**src/ssid_pkg.sv**
```systemverilog
// Shared constants, codes and the ordering function of the sorted set unit.
package ssid_pkg;

	localparam int VALUE_W       = 32;
	localparam int STATUS_W      = 3;
	localparam int COUNT_W       = 5;
	localparam int DEPTH_DEFAULT = 16;

	// request codes (s_tuser)
	localparam logic FUNC_INSERT = 1'b0;
	localparam logic FUNC_DELETE = 1'b1;

	// result status codes
	localparam logic [STATUS_W-1:0] ST_INSERTED = 3'd0;
	localparam logic [STATUS_W-1:0] ST_PRESENT  = 3'd1;
	localparam logic [STATUS_W-1:0] ST_DELETED  = 3'd2;
	localparam logic [STATUS_W-1:0] ST_MISSING  = 3'd3;
	localparam logic [STATUS_W-1:0] ST_FULL     = 3'd4;

	// register index, taken from paddr[2]
	localparam logic REG_ORDER = 1'b0;

	// true when a belongs strictly before b under the chosen order
	function automatic logic goes_before(input logic [VALUE_W-1:0] a,
		input logic [VALUE_W-1:0] b, input logic desc);
		logic lt;
		logic gt;
		lt = $signed(a) < $signed(b);
		gt = $signed(a) > $signed(b);
		return desc ? gt : lt;
	endfunction

endpackage

```
**src/sorted_set_insert_delete_unit.sv**
```systemverilog
// Sorted set of distinct signed values held in a single table memory.
//
// The unit keeps up to DEPTH distinct 32-bit signed values in a table memory
// (one write port, one registered read port), in ascending order,
// or descending when bit 0 of the register at byte address 0 is set. Each
// item on the s_ side is an insert or a delete (s_tuser) of s_tdata; each
// gives exactly one result item on the m_ side with a status, the entry count
// afterwards, the first stored value (zero when empty) and an empty flag.
// One item is worked on at a time: the table is scanned entry by entry for
// a match and the insert position, then entries are moved one place per
// cycle through the memory port to open or close the gap, then entry 0 is
// read back. The result sits in an output register, so the next item is
// taken while it still waits. The table is not cleared after reset: only
// entries below the count are ever used. Changing the order while values
// are stored does not reorder them; later inserts go in front of the first
// stored entry they precede under the new order.
module sorted_set_insert_delete_unit #(
	parameter int DEPTH = ssid_pkg::DEPTH_DEFAULT
) (
	input  logic        clk,
	input  logic        arst_n,
	// request items
	input  logic        s_tvalid,
	output logic        s_tready,
	input  logic [31:0] s_tdata,   // [31:0] value
	input  logic        s_tuser,   // [0] func (0 insert, 1 delete)
	// result items
	output logic        m_tvalid,
	input  logic        m_tready,
	output logic [47:0] m_tdata,   // [2:0] status, [7:3] count, [39:8] first_value,
	                               // [40] empty_res, [47:41] zero
	// configuration
	input  logic        psel,
	input  logic        penable,
	input  logic        pwrite,
	input  logic [2:0]  paddr,
	input  logic [31:0] pwdata,
	output logic [31:0] prdata,
	output logic        pready
);

	localparam int AW = (DEPTH > 1) ? $clog2(DEPTH) : 1;   // table index
	localparam int CW = $clog2(DEPTH + 1);                 // count 0..DEPTH
	localparam int VW = ssid_pkg::VALUE_W;
	localparam logic [CW-1:0] DEPTH_C = CW'(DEPTH);

	typedef enum logic [6:0] {
		IDLE  = 7'b0000001,
		SCAN  = 7'b0000010,
		SHIFT = 7'b0000100,
		PLACE = 7'b0001000,
		RD0   = 7'b0010000,
		FIRST = 7'b0100000,
		HOLD  = 7'b1000000
	} state_t;

	state_t state_q;

	// configuration
	logic desc_q;

	// request under work
	logic          func_q;
	logic [VW-1:0] val_q;
	logic [ssid_pkg::STATUS_W-1:0] status_q;

	// table occupancy
	logic [CW-1:0] cnt_q;

	// scan
	logic [CW-1:0] scan_idx_q;
	logic          rv_s1;
	logic [CW-1:0] ridx_s1;
	logic          found_q;
	logic [CW-1:0] match_idx_q;
	logic          pos_found_q;
	logic [CW-1:0] ins_pos_q;

	// move
	logic [CW-1:0] wr_idx_q;
	logic          wv_s1;
	logic [AW-1:0] wa_s1;

	// table memory
	logic [VW-1:0] mem [DEPTH];
	logic [VW-1:0] rdata_q;
	logic [AW-1:0] raddr;
	logic          we;
	logic [AW-1:0] waddr;
	logic [VW-1:0] wdata;

	// output register
	logic                          m_tvalid_q;
	logic [ssid_pkg::STATUS_W-1:0] out_status_q;
	logic [ssid_pkg::COUNT_W-1:0]  out_count_q;
	logic [VW-1:0]                 out_first_q;
	logic                          out_empty_q;

	logic [CW-1:0] nxt_up;
	logic [CW-1:0] nxt_dn;
	logic          sh_cond;
	logic          rd_eq;
	logic          rd_bef;
	logic          out_free;
	logic [CW+ssid_pkg::COUNT_W-1:0] cnt_wide;
	logic          cfg_wr;

	assign s_tready = (state_q == IDLE);
	assign m_tvalid = m_tvalid_q;
	assign m_tdata  = {7'd0, out_empty_q, out_first_q, out_count_q, out_status_q};
	assign pready   = 1'b1;
	assign prdata   = (paddr[2] == ssid_pkg::REG_ORDER) ? {31'd0, desc_q} : 32'd0;
	assign cfg_wr   = psel && penable && pwrite && (paddr[2] == ssid_pkg::REG_ORDER);

	assign out_free = !m_tvalid_q || m_tready;
	assign cnt_wide = {{ssid_pkg::COUNT_W{1'b0}}, cnt_q};

	// compare of the entry read back during the scan
	assign rd_eq  = (rdata_q == val_q);
	assign rd_bef = ssid_pkg::goes_before(val_q, rdata_q, desc_q);

	// move step: delete pulls entries down, insert pushes them up
	assign nxt_up  = wr_idx_q + 1'b1;
	assign nxt_dn  = wr_idx_q - 1'b1;
	assign sh_cond = (func_q == ssid_pkg::FUNC_DELETE) ? (nxt_up < cnt_q)
	                                                   : (wr_idx_q > ins_pos_q);

	always_comb begin
		raddr = '0;
		we    = 1'b0;
		waddr = wa_s1;
		wdata = rdata_q;
		case (state_q)
			SCAN: begin
				raddr = scan_idx_q[AW-1:0];
			end
			SHIFT: begin
				raddr = (func_q == ssid_pkg::FUNC_DELETE) ? nxt_up[AW-1:0] : nxt_dn[AW-1:0];
				we    = wv_s1;
			end
			PLACE: begin
				we    = 1'b1;
				waddr = ins_pos_q[AW-1:0];
				wdata = val_q;
			end
			default: begin
				raddr = '0;
			end
		endcase
	end

	// table memory: one write and one registered read per cycle
	always_ff @(posedge clk) begin
		if (we)
			mem[waddr] <= wdata;
		rdata_q <= mem[raddr];
	end

	// configuration register
	always_ff @(posedge clk or negedge arst_n) begin
		if (!arst_n) begin
			desc_q <= 1'b0;
		end else if (cfg_wr) begin
			desc_q <= pwdata[0];
		end
	end

	// sequencer
	always_ff @(posedge clk or negedge arst_n) begin
		if (!arst_n) begin
			state_q      <= IDLE;
			cnt_q        <= '0;
			rv_s1        <= 1'b0;
			wv_s1        <= 1'b0;
			scan_idx_q   <= '0;
			found_q      <= 1'b0;
			pos_found_q  <= 1'b0;
			m_tvalid_q   <= 1'b0;
			func_q       <= 1'b0;
			val_q        <= '0;
			status_q     <= '0;
			ridx_s1      <= '0;
			match_idx_q  <= '0;
			ins_pos_q    <= '0;
			wr_idx_q     <= '0;
			wa_s1        <= '0;
			out_status_q <= '0;
			out_count_q  <= '0;
			out_first_q  <= '0;
			out_empty_q  <= 1'b0;
		end else begin
			// HOLD reloads the output register itself
			if (m_tready && state_q != HOLD)
				m_tvalid_q <= 1'b0;
			case (state_q)
				IDLE: begin
					if (s_tvalid) begin
						func_q      <= s_tuser;
						val_q       <= s_tdata;
						scan_idx_q  <= '0;
						rv_s1       <= 1'b0;
						found_q     <= 1'b0;
						pos_found_q <= 1'b0;
						ins_pos_q   <= cnt_q;
						match_idx_q <= cnt_q;
						state_q     <= SCAN;
					end
				end
				SCAN: begin
					// entry read last cycle is compared now
					if (rv_s1) begin
						if (rd_eq && !found_q) begin
							found_q     <= 1'b1;
							match_idx_q <= ridx_s1;
						end
						if (rd_bef && !pos_found_q) begin
							pos_found_q <= 1'b1;
							ins_pos_q   <= ridx_s1;
						end
					end
					if (scan_idx_q < cnt_q) begin
						rv_s1      <= 1'b1;
						ridx_s1    <= scan_idx_q;
						scan_idx_q <= scan_idx_q + 1'b1;
					end else begin
						rv_s1 <= 1'b0;
						if (!rv_s1) begin
							// every stored entry has been compared
							wv_s1 <= 1'b0;
							if (func_q == ssid_pkg::FUNC_INSERT) begin
								if (found_q) begin
									status_q <= ssid_pkg::ST_PRESENT;
									state_q  <= RD0;
								end else if (cnt_q == DEPTH_C) begin
									status_q <= ssid_pkg::ST_FULL;
									state_q  <= RD0;
								end else begin
									status_q <= ssid_pkg::ST_INSERTED;
									wr_idx_q <= cnt_q;
									state_q  <= SHIFT;
								end
							end else begin
								if (found_q) begin
									status_q <= ssid_pkg::ST_DELETED;
									wr_idx_q <= match_idx_q;
									state_q  <= SHIFT;
								end else begin
									status_q <= ssid_pkg::ST_MISSING;
									state_q  <= RD0;
								end
							end
						end
					end
				end
				SHIFT: begin
					if (sh_cond) begin
						wv_s1    <= 1'b1;
						wa_s1    <= wr_idx_q[AW-1:0];
						wr_idx_q <= (func_q == ssid_pkg::FUNC_DELETE) ? nxt_up : nxt_dn;
					end else begin
						wv_s1 <= 1'b0;
						if (!wv_s1) begin
							// last move written
							if (func_q == ssid_pkg::FUNC_DELETE) begin
								cnt_q   <= cnt_q - 1'b1;
								state_q <= RD0;
							end else begin
								state_q <= PLACE;
							end
						end
					end
				end
				PLACE: begin
					cnt_q   <= cnt_q + 1'b1;
					state_q <= RD0;
				end
				RD0: begin
					state_q <= FIRST;
				end
				FIRST: begin
					// rdata_q now holds entry 0
					state_q <= HOLD;
				end
				HOLD: begin
					if (out_free) begin
						m_tvalid_q   <= 1'b1;
						out_status_q <= status_q;
						out_count_q  <= cnt_wide[ssid_pkg::COUNT_W-1:0];
						out_first_q  <= (cnt_q == '0) ? '0 : rdata_q;
						out_empty_q  <= (cnt_q == '0);
						state_q      <= IDLE;
					end
				end
				default: begin
					state_q <= IDLE;
				end
			endcase
		end
	end

endmodule

```
**config.mk**
```make
export PLATFORM = sky130hd
export DESIGN_NAME = sorted_set_insert_delete_unit
export DESIGN_NICKNAME = d
export VERILOG_FILES = /design/src/ssid_pkg.sv /design/src/sorted_set_insert_delete_unit.sv
export SDC_FILE = /design/constraint.sdc
export NUM_CORES = 1
export LEC_CHECK = 0
export ABC_AREA = 1
export BUFFER_PORTS_ARGS = -buffer_cell sky130_fd_sc_hd__buf_2
export CORE_ASPECT_RATIO = 1.75
export CORE_MARGIN = 2
export CORE_UTILIZATION = 52
export DETAILED_ROUTE_END_ITERATION = 8
export GPL_TIMING_DRIVEN = 1
export PLACE_DENSITY = 0.75
export SYNTH_ARGS = -nofsm -noshare
export SYNTH_HDL_FRONTEND = slang
export SYNTH_SLANG_ARGS = --single-unit
export TNS_END_PERCENT = 50
```
**constraint.sdc**
```tcl
create_clock -name clk -period 3.75 [get_ports clk]
set_clock_uncertainty 0.15 [all_clocks]
set_input_delay 0.375 -clock clk [delete_from_list [all_inputs] [get_ports clk]]
set_output_delay 0.375 -clock clk [all_outputs]
set_load 0.01 [all_outputs]
```
### After elaboration in Yosys (flattened, before gate mapping)

Memory sizes are Yosys's and may differ from the RTL's. A register that Yosys moved wholly into a read port is not among the register bits.
Cells that the tools add are included.

| storage, ports and cells | value |
|---|---|
| output and inout port bits | 83 |
| memories kept | 1 |
| input port bits | 75 |
| flip-flop bits (word level) | 124 |
| logic and storage cells | 153 |
| RAM bits | 512 |

| operators by class | value |
|---|---|
| order comparisons | 5 |
| equality and inequality tests | 25 |
| reductions and logical operators | 27 |
| bitwise logic cells | 3 |
| multiplexer cells | 66 |
| add/sub/neg operators | 5 |

Memories:

| name | words | width | read ports | clocked after memory_dff | wr ports | line | text |
|---|---|---|---|---|---|---|---|
| mem | 16 | 32 | 1 | 1 | 1 | sorted_set_insert_delete_unit.sv:85 | `logic [VW-1:0] mem [DEPTH];` |

Operators with widths:

| cell | count |
|---|---|
| 2-to-1 mux 5 bit | 22 |
| 2-to-1 mux 32 bit | 2 |
| case mux 5 bit (2 select lines) | 5 |
| 2-to-1 mux 7 bit | 7 |
| case mux 7 bit (7 select lines) | 1 |
| equality test 32 bit | 1 |
| greater-than comparator 32 bit | 1 |
| less-than comparator 32 bit | 1 |
| != test 2 bit, second input constant | 12 |
| 2-to-1 mux 1 bit | 18 |
| adder 5 x 1 -> 5 bit, second input constant | 3 |
| AND reduction 4 bit | 3 |
| less-than comparator 5 bit | 2 |
| case mux 1 bit (2 select lines) | 5 |
| AND reduction 2 bit | 5 |
| subtractor 5 x 1 -> 5 bit, second input constant | 2 |
| 2-to-1 mux 3 bit | 3 |
| != test 3 bit, second input constant | 3 |
| AND reduction 3 bit | 3 |
| 2-to-1 mux 4 bit | 2 |
| case mux 4 bit (2 select lines) | 1 |
| equality test 7 x 1 -> 1 bit, second input constant | 1 |
| equality test 7 x 2 -> 1 bit, second input constant | 1 |
| equality test 7 x 3 -> 1 bit, second input constant | 1 |
| other kinds (15) | 26 |

### Longest topological paths before layout

| logic depth | value |
|---|---|
| word-level depth | 7 |
| mapped depth | 19 |
| mapped depth without buffers | 19 |

### Worst setup path after synthesis

No wires, ideal clock.

| timing | value |
|---|---|
| kind | reg2reg |
| from | register state_q[0] |
| to | memory mem[0][0] (netlist name), enable pin |
| required time | 3.179 ns |
| data arrival time | 2.953 ns |
| path buffers | 1 |
| setup slack | 0.226 ns |
| clock period less this slack | 3.524 ns |
| stages on the path, launching flop included | 11 |
| cell sequence | dfstp_2 > inv_2 > nand2_1 > nor3_1 > nand2_1 > inv_1 > clkbuf_1 > or2_2 > o21ai_0 > nand2_1 > nor2_1 |

| between the ends | value |
|---|---|
| cells in the longest elaborated chain, start to end | 4 |
| elaborated cells between the ends (all ways) | 6 |
| those cells by class | eq/ne: 2; mux: 4 |

RTL lines:

| what | line | text |
|---|---|---|
| start: declaration | sorted_set_insert_delete_unit.sv:57 | `state_t state_q;` |
| start signal: assignment | sorted_set_insert_delete_unit.sv:171 | `state_q <= IDLE;` |
| start signal: assignment | sorted_set_insert_delete_unit.sv:206 | `state_q <= SCAN;` |
| start signal: assignment | sorted_set_insert_delete_unit.sv:233 | `state_q <= RD0;` |
| equality test 7 x 4 -> 1 bit or equality test 7 x 3 -> 1 bit (tied branches) | sorted_set_insert_delete_unit.sv:133 | `case (state_q)` |
| case mux 1 bit (2 select lines) | sorted_set_insert_delete_unit.sv:133 |  |
| 2-to-1 mux 1 bit | sorted_set_insert_delete_unit.sv:154 | `if (we)` |
| 2-to-1 mux 1 bit (not written as such) | sorted_set_insert_delete_unit.sv:155 | `mem[waddr] <= wdata;` |
| end: declaration | sorted_set_insert_delete_unit.sv:85 |  |

Parallel ways exist; a longest one is shown, timed or not.

### Worst setup path in the final report

| timing | value |
|---|---|
| from | register state_q[1] |
| to | memory mem[15][25] (netlist name), enable pin |

The elaborated chain is that of the path after synthesis.

==> results.py <==
metrics = {
    "timing": {
        "finalSetupViolations": 0,
        "final_hold_viol_count": 0,
        "rsz0062_at_grt": "false",
        "min_period_ps": 3417,
        "slew_headroom": 0.2364,
        "setup_tns_ps": 0,
        "fmax_ghz": 0.2927,
        "slew_violations": 0,
        "tightest_slew_ps": 1143,
        "period_share": 0.9112,
        "worst_slack_ps": 333.0,
    },
    "cts": {
        "clockRootBuffer": "clkbuf_16",
        "postCtsSetupRepairBufs": 0,
        "cts_resized": 0,
        "clk_latency_ps": 620,
        "cts_max_path_buffers": 3,
        "cts_tree": "built",
        "cts.sinks": 668,
        "numCtsBuffers": 55,
        "htree_levels": 2,
        "cts_hold_buf": 39,
        "clk_transition_reported_paths_ps": 70,
    },
    "cells_and_area": {
        "drive_gt1_frac": 0.1394,
        "syn2layout_area_growth_pct": 14.18,
        "final_area_um2": 32340,
        "utilization": 0.5988,
        "num-fill-cells": 4002,
        "nets": 2765,
    },
    "worst_setup_path": {
        "crit_arrival_ps": 3580,
        "worst_setup_path_start_kind": "register",
        "crit_chain": "inv_2 -> nand2_1 -> nor3_1 -> nand2_1 -> inv_2 -> or2_2 -> o21ai_0 -> inv_1 -> nand3_1 -> nor2_4 -> buf_4",
        "critPathSlowestCell": "nor2_4",
        "crit_type": "register to register",
        "slowest_delay_ps": 910,
        "r2r-start": "state_q[1]",
        "rr_endpoint": "mem[15][25]",
        "rr_worst_depth": 11,
        "crit_required_ps": 3910,
        "r2r_setup_slack_ps": 330,
        "cp_max_fo": 24,
        "cp-end-kind": "register",
    },
    "floorplanning": {
        "dieArea_um2": 56430,
        "pin_count": 158,
        "die-width_um": 180.4,
        "rows": 113,
        "die_y_um": 312.8,
        "start_util": 0.5245,
        "coreArea_um2": 54010,
    },
    "flow_run": {
        "cap_violations": 0,
    },
    "routing": {
        "drt-initial-drc-count": 1984,
        "drt.antenna.violating_nets": 0,
        "wirelength_um": 71100,
        "firstDrtPassIters": 6,
        "avgViaCountPerCell": 5.795,
        "vias": 19551,
        "post_drt_wl_per_cell_um": 21.07,
        "drc": 0,
    },
    "synthesis": {
        "ys_types": 44,
        "ys_ff_latch": 668,
        "syn_avg_cell_area_um2": 11.37,
        "synthCells": 2491,
        "ys.flop_type": "edfxtp_1",
        "synthTopCellsByArea": "edfxtp_1, dfrtp_1, o21ai_0, nand2_1, nor2_1",
        "synthArstFlopShare": 0.1856,
        "synth.most_common_cell": "edfxtp_1",
        "synth_edf_count": 512,
        "synth.top_cells.by_count": "edfxtp_1, nand2_1, o21ai_0",
        "ys_warn_count": 0,
        "yosysSeqAreaShare": 0.6750,
        "synth_top_area_frac": 0.5428,
        "synthesis.area_um2": 28330,
        "synth_top_area_cell": "edfxtp_1",
    },
    "status": {
        "status": "complete, no violations",
    },
    "global_route": {
        "gr-usage-met3": 0.02974,
        "grt_max_degree": 101,
        "use_met2": 0.4498,
        "antenna_found_initial": 1,
        "busiest_layer": "met2",
        "grt_pass1_vias": 19821,
        "grt_pass1_wl_um": 109100,
        "overflow": 0,
        "grt_use_met1": 0.2892,
        "grt_usage": 0.2499,
    },
    "power": {
        "p_per_area_nw_per_um2": 723.1,
        "ir_worst_vdd_uv": 438.1,
        "p_total_mw": 23.39,
        "leakagePower_nw": 12.34,
    },
    "placement": {
        "hpwl_um": 43330,
        "place_ws_ps": 393.1,
        "gp_congestion": 0.9192,
        "portBuffers": 85,
        "dpl_cell_area_um2": 29900,
    },
    "hold_path": {
        "hp-class": "input port to async pin",
    },
}
[per-stage QoR]
step | cells | hold slack, ps
3_5_place_dp | 3230 | 317.1
5_1_grt | 3374 | 347.7
4_1_cts | 3373 | 305.3
2_1_floorplan | 2528 | -70.59
6_report | 3374 | 280.9
3_3_place_gp | 3230 | 308.9
[kinds of logic (layout without fill, tap and decap cells)]
family / Yosys count / in the layout / synth area share
buffers and inverters: 306 / 461 / 0.05212
adders and majority gates: 54 / 54 / 0.02412
xor gates and xnor gates: 12 / 12 / 0.003710
DFF: 668 / 668 / 0.6750
and+or+nand+nor: 871 / 871 / 0.1293
AOI/OAI and AO/OA: 578 / 578 / 0.1155
other: 2 / 40 / 0.0002651
[sequential cells by signal, indices dropped and copies added, names as in the netlist, 7 cells and up]
register     cells
state_q          7
rdata_q         32
mem            512
val_q           32
out_first_q     32
[routing by layer]
| metal | up-vias | wire length (um) |
|---|---|---|
| met5 | - | 0 |
| met4 | 0 | 3779 |
| met3 | 230 | 4906 |
| met2 | 910 | 37180 |
| met1 | 9502 | 25240 |
| li1 | 8909 | - |
[critical path: cells and delay by family (launching register included)]
family / cells / cell delay [ps]
compound gates: 1 / 140
simple gates: 6 / 1600
buf+inv: 4 / 800
flops: 1 / 400
[cell type report]
cell class                 count  area, um^2  area share
clock buffer                  61        1473     0.04553
antenna                        1       2.502  0.00007737
timing repair buffer         227        1792     0.05540
clock inverter                43       576.8     0.01783
tap                          690       863.3     0.02669
inverter                     130       495.5     0.01532
multi-input combinational   1554        8020      0.2480
sequential                   668       19120      0.5912
[worst max-delay path by stage]
stage          startpoint           to  slack, ps  cells past startpoint
2_1_floorplan  state_q[0]    mem[0][0]        230                     10
3_3_place_gp   state_q[1]  mem[15][21]        450                     11
4_1_cts        state_q[1]  mem[15][25]        370                     11
3_5_place_dp   state_q[1]  mem[15][12]        390                     11
5_1_grt        state_q[1]  mem[15][25]        110                     11
6_report       state_q[1]  mem[15][25]        330                     11
[cell usage in the layout (no fill, tap or decap), types with 8 or more instances in the layout]
| cell | n |
|---|---|
| conb_1 | 39 |
| edfxtp_1 | 512 |
| nand2_1 | 368 |
| dfrtp_1 | 123 |
| clkinv_4 | 11 |
| ha_1 | 53 |
| nor2_1 | 260 |
| dlygate4sd3_1 | 39 |
| o21ai_0 | 355 |
| buf_2 | 84 |
| o21a_1 | 10 |
| bufinv_16 | 12 |
| nand3_1 | 150 |
| nor2_4 | 16 |
| clkinv_2 | 12 |
| o211ai_1 | 71 |
| nor2_2 | 45 |
| o21bai_1 | 59 |
| clkbuf_16 | 58 |
| a21oi_1 | 58 |
| buf_12 | 16 |
| inv_1 | 121 |
| nand4_1 | 9 |
| o21ai_1 | 15 |
| buf_4 | 88 |
| dfxtp_1 | 32 |
| xor2_1 | 8 |
[report_power, final]
part	total, mW	switching, mW	internal, mW	leakage [nW]
Clock	6.39	2.69	3.70	1.01
Combinational	6.73	4.53	2.20	4.84
Sequential	10.3	0.701	9.56	6.50
Power figures use the tool's default switching activity.
